### src/sv/dpt_pkg.sv
package dpt_pkg;

  // input item kinds
  typedef enum logic [1:0] {
    KIND_TEMP  = 2'd0,
    KIND_HUM   = 2'd1,
    KIND_TICK  = 2'd2
  } kind_e;

  // configuration register indexes
  typedef enum logic [1:0] {
    CFG_TEMP_GAIN = 2'd0,
    CFG_HUM_GAIN  = 2'd1
  } cfg_idx_e;

  // back end sequencer states
  typedef enum logic [2:0] {
    B_IDLE,
    B_NORM,
    B_SQR,
    B_LN,
    B_DIV1,
    B_G,
    B_DIV2,
    B_OUT
  } back_state_e;

  localparam int unsigned QDEPTH = 2;
  localparam int unsigned DVW    = 34;
  localparam longint      SAT32  = 64'sd2147483647;
  localparam longint      LN2_Q26 = 64'sd46516320;

  typedef struct packed {
    logic [1:0]         kind;
    logic signed [15:0] raw_value;
  } in_item_t;

  typedef struct packed {
    logic signed [10:0] dewpoint_tenths;
    logic               invalid;
  } out_item_t;

  // latched readings taken by a tick
  typedef struct packed {
    logic signed [31:0] temperature_c;
    logic signed [31:0] humidity_pct;
  } snap_t;

endpackage

### src/sv/dpt_fifo.sv
module dpt_fifo (
  input  logic           clk_i,
  input  logic           rst_ni,
  input  logic           push_i,
  input  dpt_pkg::snap_t push_data_i,
  input  logic           pop_i,
  output dpt_pkg::snap_t pop_data_o,
  output logic           full_o,
  output logic           empty_o
);
  import dpt_pkg::*;

  localparam int PW = (QDEPTH > 1) ? $clog2(QDEPTH) : 1;

  snap_t           mem_q [QDEPTH];
  logic [PW-1:0]   wr_q, rd_q;
  logic [PW:0]     cnt_q;

  assign full_o     = (cnt_q == (PW+1)'(QDEPTH));
  assign empty_o    = (cnt_q == '0);
  assign pop_data_o = mem_q[rd_q];

  // storage
  always_ff @(posedge clk_i) begin
    if (push_i) begin
      mem_q[wr_q] <= push_data_i;
    end
  end

  // pointers and fill count
  always_ff @(posedge clk_i or negedge rst_ni) begin
    if (!rst_ni) begin
      wr_q  <= '0;
      rd_q  <= '0;
      cnt_q <= '0;
    end else begin
      if (push_i) begin
        wr_q <= (wr_q == PW'(QDEPTH - 1)) ? '0 : wr_q + PW'(1);
      end
      if (pop_i) begin
        rd_q <= (rd_q == PW'(QDEPTH - 1)) ? '0 : rd_q + PW'(1);
      end
      cnt_q <= cnt_q + (PW+1)'(push_i) - (PW+1)'(pop_i);
    end
  end

endmodule

### config.mk
export PLATFORM = sky130hd
export DESIGN_NAME = dpt_fifo
export DESIGN_NICKNAME = d
export VERILOG_FILES = /design/src/sv/dpt_pkg.sv /design/src/sv/dpt_fifo.sv
export SDC_FILE = /design/constraint.sdc
export NUM_CORES = 1
export LEC_CHECK = 0
export ABC_CLOCK_PERIOD_IN_PS = 4400
export BUFFER_PORTS_ARGS = -buffer_cell sky130_fd_sc_hd__buf_2
export CAP_MARGIN = 0
export CORE_MARGIN = 2
export CORE_UTILIZATION = 52
export DETAILED_ROUTE_END_ITERATION = 8
export GPL_ROUTABILITY_DRIVEN = 0
export PLACE_DENSITY_LB_ADDON = 0.1
export SLEW_MARGIN = 20
export SYNTH_ARGS = -nofsm -noshare
export SYNTH_HDL_FRONTEND = slang
export SYNTH_SLANG_ARGS = --single-unit
### constraint.sdc
create_clock -name clk_i -period 4.4 [get_ports clk_i]
set_clock_uncertainty 0.1 [all_clocks]
set_input_delay 1.32 -clock clk_i [delete_from_list [all_inputs] [get_ports clk_i]]
set_output_delay 1.32 -clock clk_i [all_outputs]
set_load 0.1 [all_outputs]
==> key figures <==
Synthesis
  • Synthesized area: between 5000 and 6000 µm²
  • Post-synthesis cell count: between 200 and 250
  • Mean post-synth cell area: ~23 µm²
  • Area share of the largest cell type after synthesis: about three quarters
  • Total number of yosys warnings: 0
  • Seq/Total Area, Yosys: approximately 79%
  • Yosys cell types: 13
  • Cells taking the most area after synthesis: edfxtp_1 77%, mux2_4 15%, mux2_2 3.1%
  • Synth Register Bits: around 130
  • Synth area leader: edfxtp_1
  • Syn_nets: between 200 and 300

Worst setup path
  • Nature of the critical path endpoint: output pin
  • Worst Setup Path Type: reg2out
  • Setup crit start kind: flip-flop
  • Worst reg-to-reg path cell count: 2
  • CP endpoint: pop_data_o[55]
  • RR Endpoint: mem_q[0][45]
  • Critical Path RT: between 2 and 3 ns
  • Critical R2R Launch: wr_q
  • Critical path launch point: rd_q
  • CP arrival: 2.28 ns
  • Worst R2R Setup Slack: 2.59 ns
  • Crit-path max FO: roughly 40

Global route
  • Antenna violations before repair: 0
  • Vias in the first global route: 2,487
  • Overflow after GRT: 0
  • First-pass GRT wire length: roughly 12,000 µm
  • Total track usage: between 10% and 20%
  • Largest net degree at the start of global routing: between 40 and 50

Floorplan
  • Die W: around 100 µm
  • Row count: 35
  • IO Pins: roughly 130
  • Die area: around 10,000 µm²
  • Core area: approximately 9300 µm²
  • Die Ht: just over 100 µm
  • Initial Util: a little over half

Timing
  • Slew Limit Fails: 0
  • Hold WS: between 0.4 and 0.5 ns
  • Final setup vio count: 0
  • Tmin final: around 3.7 ns
  • Endpoints failing hold: 0
  • TNS Setup: 0 ns
  • Fin worst setup slack: about 0.7 ns
  • Least-Margin Pin Slew: approximately 0.75 ns
  • Final period util: between 80% and 90%
  • Unrepaired setup endpoints after global routing: no
  • Rel. slew slack: roughly half
  • Max Freq: approximately 270 MHz

Placement
  • DP Cell Count: about 470
  • Pre-CTS setup slack: between 1 and 1.5 ns
  • I/O Buffers: around 130
  • Hpwl dp: 5600 µm

Route
  • Via density per instance: around 4.8
  • Post-route ant nets: 0
  • DRT iter0 DRCs: slightly above 80
  • Drc violations: 0
  • Drt first pass iters: 4
  • Routed wire length per instance: about 17 µm
  • Routed Wire Length: slightly above 8000 µm
  • Vias: about 2,400

CTS
  • Worst-skew pair later-pin latency: roughly 0.49 ns
  • CTS sink count: roughly 130
  • CTS buffer count: 17
  • Hold_buf cts: 0
  • Clk pin slew, worst setup/hold paths: 0.06 ns
  • CTS tree: yes
  • Post-CTS sizing: 0
  • H-tree lvl count: 4
  • CTS max path bufs: 2
  • Clock root buffer: clkbuf_8
  • # Post-CTS Setup Buffers: 0

Layout
  • Fill count: roughly 640
  • Area growth syn-to-layout: 27.5%
  • Nets: approximately 430
  • Diodes inserted: 0
  • Fraction of final layout cells sized beyond drive strength 1: between 60% and 70%
  • Finished Layout Cells: 503

Flow run
  • Maxcap violations: 0

Run status
  • Status: completed

Min path
  • HP Class: reg2reg
## registers in the layout, summed over array words and instances (netlist names)
signal	count
mem_q	128
rd_q	1
wr_q	1
cnt_q	2
## area by class of cell
type	count	area (µm²)	area share, %
multi-input cells	73	1010	15.7
well taps	129	161	2.52
inverters	2	7.51	0.117
clock buffers	18	418	6.53
clock inverters	13	136	2.13
repair buffers	136	726	11.3
flip-flops and latches	132	3950	61.7
## how the worst min path moves through the flow
stage               start   end  cells after the start
finish               wr_q  wr_q                      1
global route         wr_q  wr_q                      1
detailed placement   wr_q  wr_q                      1
floorplan            wr_q  wr_q                      1
global placement     wr_q  wr_q                      1
CTS                  wr_q  wr_q                      1
## worst max-delay path, cell delays in order, from the launching register on
cell     delay [ns]
dfrtp_4        0.71
buf_12         0.34
mux2_2         0.38
buf_2          0.29
## cell usage after synthesis, drive strengths merged
master / n
edfxtp: 128
and2: 1
nor2b: 2
ha: 2
mux2: 64
buf: 7
nor2: 1
dfrtp: 4
xor2: 2
inv: 2
xor3: 1
## cell families (layout without fill, tap and decap cells)
kind of cell             after synthesis  after routing  share of synthesized area [%]
buffers and inverters                  9            169                           1.59
multiplexers                          64             64                           18.1
adder cells (fa/ha/maj)                2              2                          0.498
flip-flops                           132            132                           78.5
AND/OR/NAND/NOR                        4              4                          0.449
XOR/XNOR                               3              3                          0.822
## metal layers
layer,routed length [µm],vias to the layer above,GRT usage [%]
met2,4220,90,26.4
met5,0,-,0
met1,3380,1184,19.8
met4,97,0,6.77
met3,615,8,6.98
li1,-,1148,-
## cells in the final DEF, fill, tap and decap left out, types with 2 or more instances in the layout
cell	synthesis	routed
mux2_4	50	50
dfrtp_1	4	3
clkinvlp_4	0	5
clkbuf_16	0	16
mux2_2	14	14
clkinv_4	0	2
xor2_1	2	2
buf_2	1	133
ha_1	2	2
inv_1	2	2
bufinv_16	0	2
buf_12	0	3
edfxtp_1	128	128
clkinv_1	0	2
## through the flow
step | utilization (%) | area (µm²)
3_5_place_dp | 63.0 | 5850
5_1_grt | 69.0 | 6400
4_1_cts | 69.0 | 6400
3_3_place_gp | 63.0 | 5850
2_1_floorplan | - | 5020
6_report | 69.0 | 6400
Power is not shown: default switching activity piles up to over one toggle a cycle in this logic, so the estimate is an artifact.
