## config.mk

```make
export PLATFORM = sky130hd
export DESIGN_NAME = dpt_front
export DESIGN_NICKNAME = d
export VERILOG_FILES = /design/src/sv/dpt_pkg.sv /design/src/sv/dpt_front.sv
export SDC_FILE = /design/constraint.sdc
export NUM_CORES = 2
export LEC_CHECK = 0
export BUFFER_PORTS_ARGS = -buffer_cell sky130_fd_sc_hd__buf_4
export CORE_UTILIZATION = 30
export DETAILED_ROUTE_END_ITERATION = 7
export GPL_TIMING_DRIVEN = 1
export PLACE_DENSITY = 0.45
export SKIP_LAST_GASP = 1
export SYNTH_ARGS = -nofsm -noshare
export SYNTH_HDL_FRONTEND = slang
export SYNTH_SLANG_ARGS = --single-unit
```

## constraint.sdc

```tcl
create_clock -name clk_i -period 10.52 [get_ports clk_i]
set_input_delay 1.578 -clock clk_i [delete_from_list [all_inputs] [get_ports clk_i]]
set_output_delay 1.578 -clock clk_i [all_outputs]
set_load 0.05 [all_outputs]
```

## src/sv/dpt_pkg.sv

```systemverilog
package dpt_pkg;

  // input item kinds
  typedef enum logic [1:0] {
    KIND_TEMP  = 2'd0,
    KIND_HUM   = 2'd1,
    KIND_TICK  = 2'd2
  } kind_e;

  // configuration register indexes
  typedef enum logic [1:0] {
    CFG_TEMP_GAIN = 2'd0,
    CFG_HUM_GAIN  = 2'd1
  } cfg_idx_e;

  // back end sequencer states
  typedef enum logic [2:0] {
    B_IDLE,
    B_NORM,
    B_SQR,
    B_LN,
    B_DIV1,
    B_G,
    B_DIV2,
    B_OUT
  } back_state_e;

  localparam int unsigned QDEPTH = 2;
  localparam int unsigned DVW    = 34;
  localparam longint      SAT32  = 64'sd2147483647;
  localparam longint      LN2_Q26 = 64'sd46516320;

  typedef struct packed {
    logic [1:0]         kind;
    logic signed [15:0] raw_value;
  } in_item_t;

  typedef struct packed {
    logic signed [10:0] dewpoint_tenths;
    logic               invalid;
  } out_item_t;

  // latched readings taken by a tick
  typedef struct packed {
    logic signed [31:0] temperature_c;
    logic signed [31:0] humidity_pct;
  } snap_t;

endpackage

```

## src/sv/dpt_front.sv

```systemverilog
module dpt_front #(
  parameter int FRAC_BITS = 16
) (
  input  logic             clk_i,
  input  logic             rst_ni,
  input  logic             in_valid_i,
  output logic             in_ready_o,
  input  dpt_pkg::in_item_t in_item_i,
  input  logic             cfg_valid_i,
  output logic             cfg_ready_o,
  input  logic [1:0]       cfg_index_i,
  input  logic [31:0]      cfg_data_i,
  input  logic             full_i,
  output logic             push_o,
  output dpt_pkg::snap_t   push_data_o
);
  import dpt_pkg::*;

  logic [31:0]        temp_gain_q, hum_gain_q;
  logic signed [31:0] temperature_q, temperature_d;
  logic signed [31:0] humidity_q, humidity_d;
  logic               accept;
  logic [31:0]        gain_sel;
  logic signed [48:0] prod_c;
  logic signed [31:0] sat_c;

  assign in_ready_o  = !full_i;
  assign cfg_ready_o = 1'b1;
  assign accept      = in_valid_i && in_ready_o;

  // scale the reading by its gain and saturate to 32 bits
  assign gain_sel = (in_item_i.kind == KIND_TEMP) ? temp_gain_q : hum_gain_q;
  assign prod_c   = 49'(in_item_i.raw_value) * $signed({17'b0, gain_sel});

  always_comb begin
    if (prod_c > 49'(SAT32)) begin
      sat_c = 32'(SAT32);
    end else if (prod_c < -49'(SAT32) - 49'sd1) begin
      sat_c = -32'(SAT32) - 32'sd1;
    end else begin
      sat_c = 32'(prod_c);
    end
  end

  // latch update
  always_comb begin
    temperature_d = temperature_q;
    humidity_d    = humidity_q;
    if (accept && in_item_i.kind == KIND_TEMP) begin
      temperature_d = sat_c;
    end
    if (accept && in_item_i.kind == KIND_HUM) begin
      humidity_d = sat_c;
    end
  end

  // a tick hands a snapshot to the queue
  assign push_o = accept && (in_item_i.kind == KIND_TICK);
  assign push_data_o.temperature_c = temperature_q;
  assign push_data_o.humidity_pct  = humidity_q;

  always_ff @(posedge clk_i or negedge rst_ni) begin
    if (!rst_ni) begin
      temp_gain_q   <= 32'(longint'(1) <<< FRAC_BITS);
      hum_gain_q    <= 32'(longint'(1) <<< FRAC_BITS);
      temperature_q <= '0;
      humidity_q    <= '0;
    end else begin
      temperature_q <= temperature_d;
      humidity_q    <= humidity_d;
      if (cfg_valid_i && cfg_index_i == CFG_TEMP_GAIN) begin
        temp_gain_q <= cfg_data_i;
      end
      if (cfg_valid_i && cfg_index_i == CFG_HUM_GAIN) begin
        hum_gain_q <= cfg_data_i;
      end
    end
  end

endmodule

```

==> results.toml <==
[synth]
synth_area_per_cell_sq_um = 8.88
synth_top_area_share_pct = 36.4
synth_top_family_by_area = "adder cells"
yosys_warnings = 0
synth-compound-area-share_pct = 7.57
synthMuxAreaShare_pct = 4.79
synthTopCellsByArea = "fa_1 36%, dfrtp_1 14%, inv_1 8.8%"
yosysSeqAreaShare_pct = 14.0
synth_top_area_cell = "fa_1"
ys.flop_type = "dfrtp_1"
ys_ff_latch = 128
ys_types = 82
syn_inst = 2588
synth_area_sq_um = 23000
async_flop_share_pct = 100
synth_fa_ha_area_share_pct = 44.8
synth-simple-area-share_pct = 16.4
synthXorXnorAreaFrac_pct = 1.30
synth-edff-count = 0
syn_nets = 3217

[setup_path]
r2r_start = "temp_gain_q[16]"
start_kind = "primary input"
cp_slowest_stage_delay_ns = 0.88
reg2reg_to = "humidity_q[5]"
rr_worst_depth = 26
arrival_ns = 9.88
crit_top_cell = "fa_1"
cp_max_fo = 34
criticalPathCategory = "in2reg"
rrSetupSlack_ns = 2.25
cp_slowest_cell = "o311ai_0"
cp.required_ns = 10.88
critPathCaptureType = "register"

[grt]
grt-ovfl-total = 0
grtUsageMet3_pct = 2.47
grt_use_met1_pct = 23.0
antenna_found_initial = 1
grt_pass1_vias = 19063
grtUsageMet2_pct = 31.4
grt_pass1_wl_um = 108000
grt_max_degree = 77
grt_usage_pct = 17.9
busiest_layer = "met2"

[die]
initial_core_util_pct = 30.3
rows = 101
die_width_um = 279
ios = 124
dieArea_sq_um = 77700
design.core.area_sq_um = 75800
die_y_um = 279

[sta]
whs_ns = 0.479
tns_ns = 0
fin_crit_ns = 9.51
slew-limit-headroom_pct = 17.1
finalCritPeriodShare_pct = 90.4
hold_violations = 0
worstMarginPinSlew_ns = 1.24
rsz0062_at_grt = "no"
setup_viol = 0
timing.final.max_slew_violations = 0
worst_slack_ns = 1.01
max_freq_mhz = 105
fin_skew_ns = 0.0127

[placement]
dp_hpwl_um = 54100
post-place-ws_ns = 0.511
io_buffers = 122
place.gp.congestion = 0.863

[clock_network]
cts_hold_buf = 0
cts_num_sinks = 128
insertion_delay_ns = 0.50
cts-root-buf = "clkbuf_16"
tritoncts = "yes"
cts_buffer_depth = 2
htree_levels = 4
post-cts-setup-buffers = 0
cts_buffers = 17
path_clk_slew_ns = 0.06
ctsResizeCount = 0

[hold_path]
holdPathEnd = "humidity_q[31]"
min_path_type = "reg2reg"
hold_path_depth = 2
hp-start = "humidity_q[31]"

[detailed_routing]
wl_per_cell_um = 18.6
drt_iter0_drc = 881
wirelength_um = 67300
dr.pass1.iters = 5
vias = 17435
viasPerCell = 4.83
drc = 0
antenna_left = 0

[run]
cap_viol_max_count = 0

[cells_and_area]
final_core_utilization_pct = 33.5
drive_gt1_share_pct = 11.6
fillCellCount = 8014
area_growth_pct = 10.6
fin_nets = 3247
multi_input_comb_area_sq_um = 17200
seqCellArea_sq_um = 3210

[outcome]
status = "finished clean"
==> state kept, by name (all words and copies together) (netlist names) <==
register,count
hum_gain_q,32
humidity_q,32
temp_gain_q,32
temperature_q,32
==> cell families after synthesis <==
logic type / count (synthesis)
AND/OR/NAND/NOR: 808
buffers and inverters: 673
adder cells (fa/ha/maj): 572
AO/OA/AOI/OAI: 274
flip-flops: 128
multiplexers: 98
XOR/XNOR: 34
other: 1
==> placed cells by master (no fill, tap or decap), types with 23 or more instances in the layout <==
master,count
buf_4,142
mux2_2,95
nand2_1,410
dfrtp_1,126
inv_1,539
and2_1,167
xnor2_1,27
fa_1,418
o21ai_0,53
a21oi_1,108
ha_1,154
nor2_1,112
a21o_1,23
==> routing by layer <==
metal  vias to the layer above  part of all wire, %
met5                         -                    0
met4                         0                  1.8
met3                        74                  3.6
met2                       380                   51
met1                      9047                   44
li1                       7934                    -
==> worst max-delay path by stage <==
stage | from | endpoint | slack (ns) | cells after the start
after global placement | in_item_i[17] | temperature_q[10] | 0.48 | 29
after floorplan | in_item_i[17] | temperature_q[20] | 1.40 | 30
after global routing | in_item_i[17] | humidity_q[5] | 0.58 | 28
after CTS | in_item_i[17] | temperature_q[5] | 1.01 | 29
after detailed placement | in_item_i[17] | temperature_q[5] | 0.51 | 29
final | in_item_i[17] | temperature_q[1] | 1.01 | 29
==> worst max-delay path: cells and delay by family <==
| family | cells | cell delay, ns |
|---|---|---|
| AO/OA/AOI/OAI | 6 | 1.83 |
| AND/OR/NAND/NOR | 7 | 1.41 |
| buffers and inverters | 8 | 1.03 |
| multiplexers | 1 | 0.52 |
| adder cells (fa/ha/maj) | 7 | 3.43 |
==> Yosys cell counts, types with 27 or more instances <==
cell / count
a21oi_1: 108
fa_1: 418
clkbuf_1: 112
nand2_1: 410
inv_1: 539
ha_1: 154
o21ai_0: 54
mux2_2: 95
nor2_1: 113
xnor2_1: 27
dfrtp_1: 126
and2_1: 167
==> per-stage QoR <==
stage	std cells	instance area [sq um]
3_3_place_gp	3577	24800
5_1_grt	3609	25400
2_1_floorplan	2588	23000
6_report	3610	25400
3_5_place_dp	3577	24800
4_1_cts	3609	25400
==> final cells by class <==
cell class                 instances  area share (%)
clock buffer                      20            1.76
multi-input combinational       1787            67.7
inverter                         541            7.99
sequential                       128            12.6
antenna                            1         0.00985
clock inverter                    12           0.807
tap                              978            4.81
timing repair buffer             143            4.27
Power is left out: the tool's default activity adds up to more than one toggle a clock period on the data nets, which glitch-free logic cannot reach.
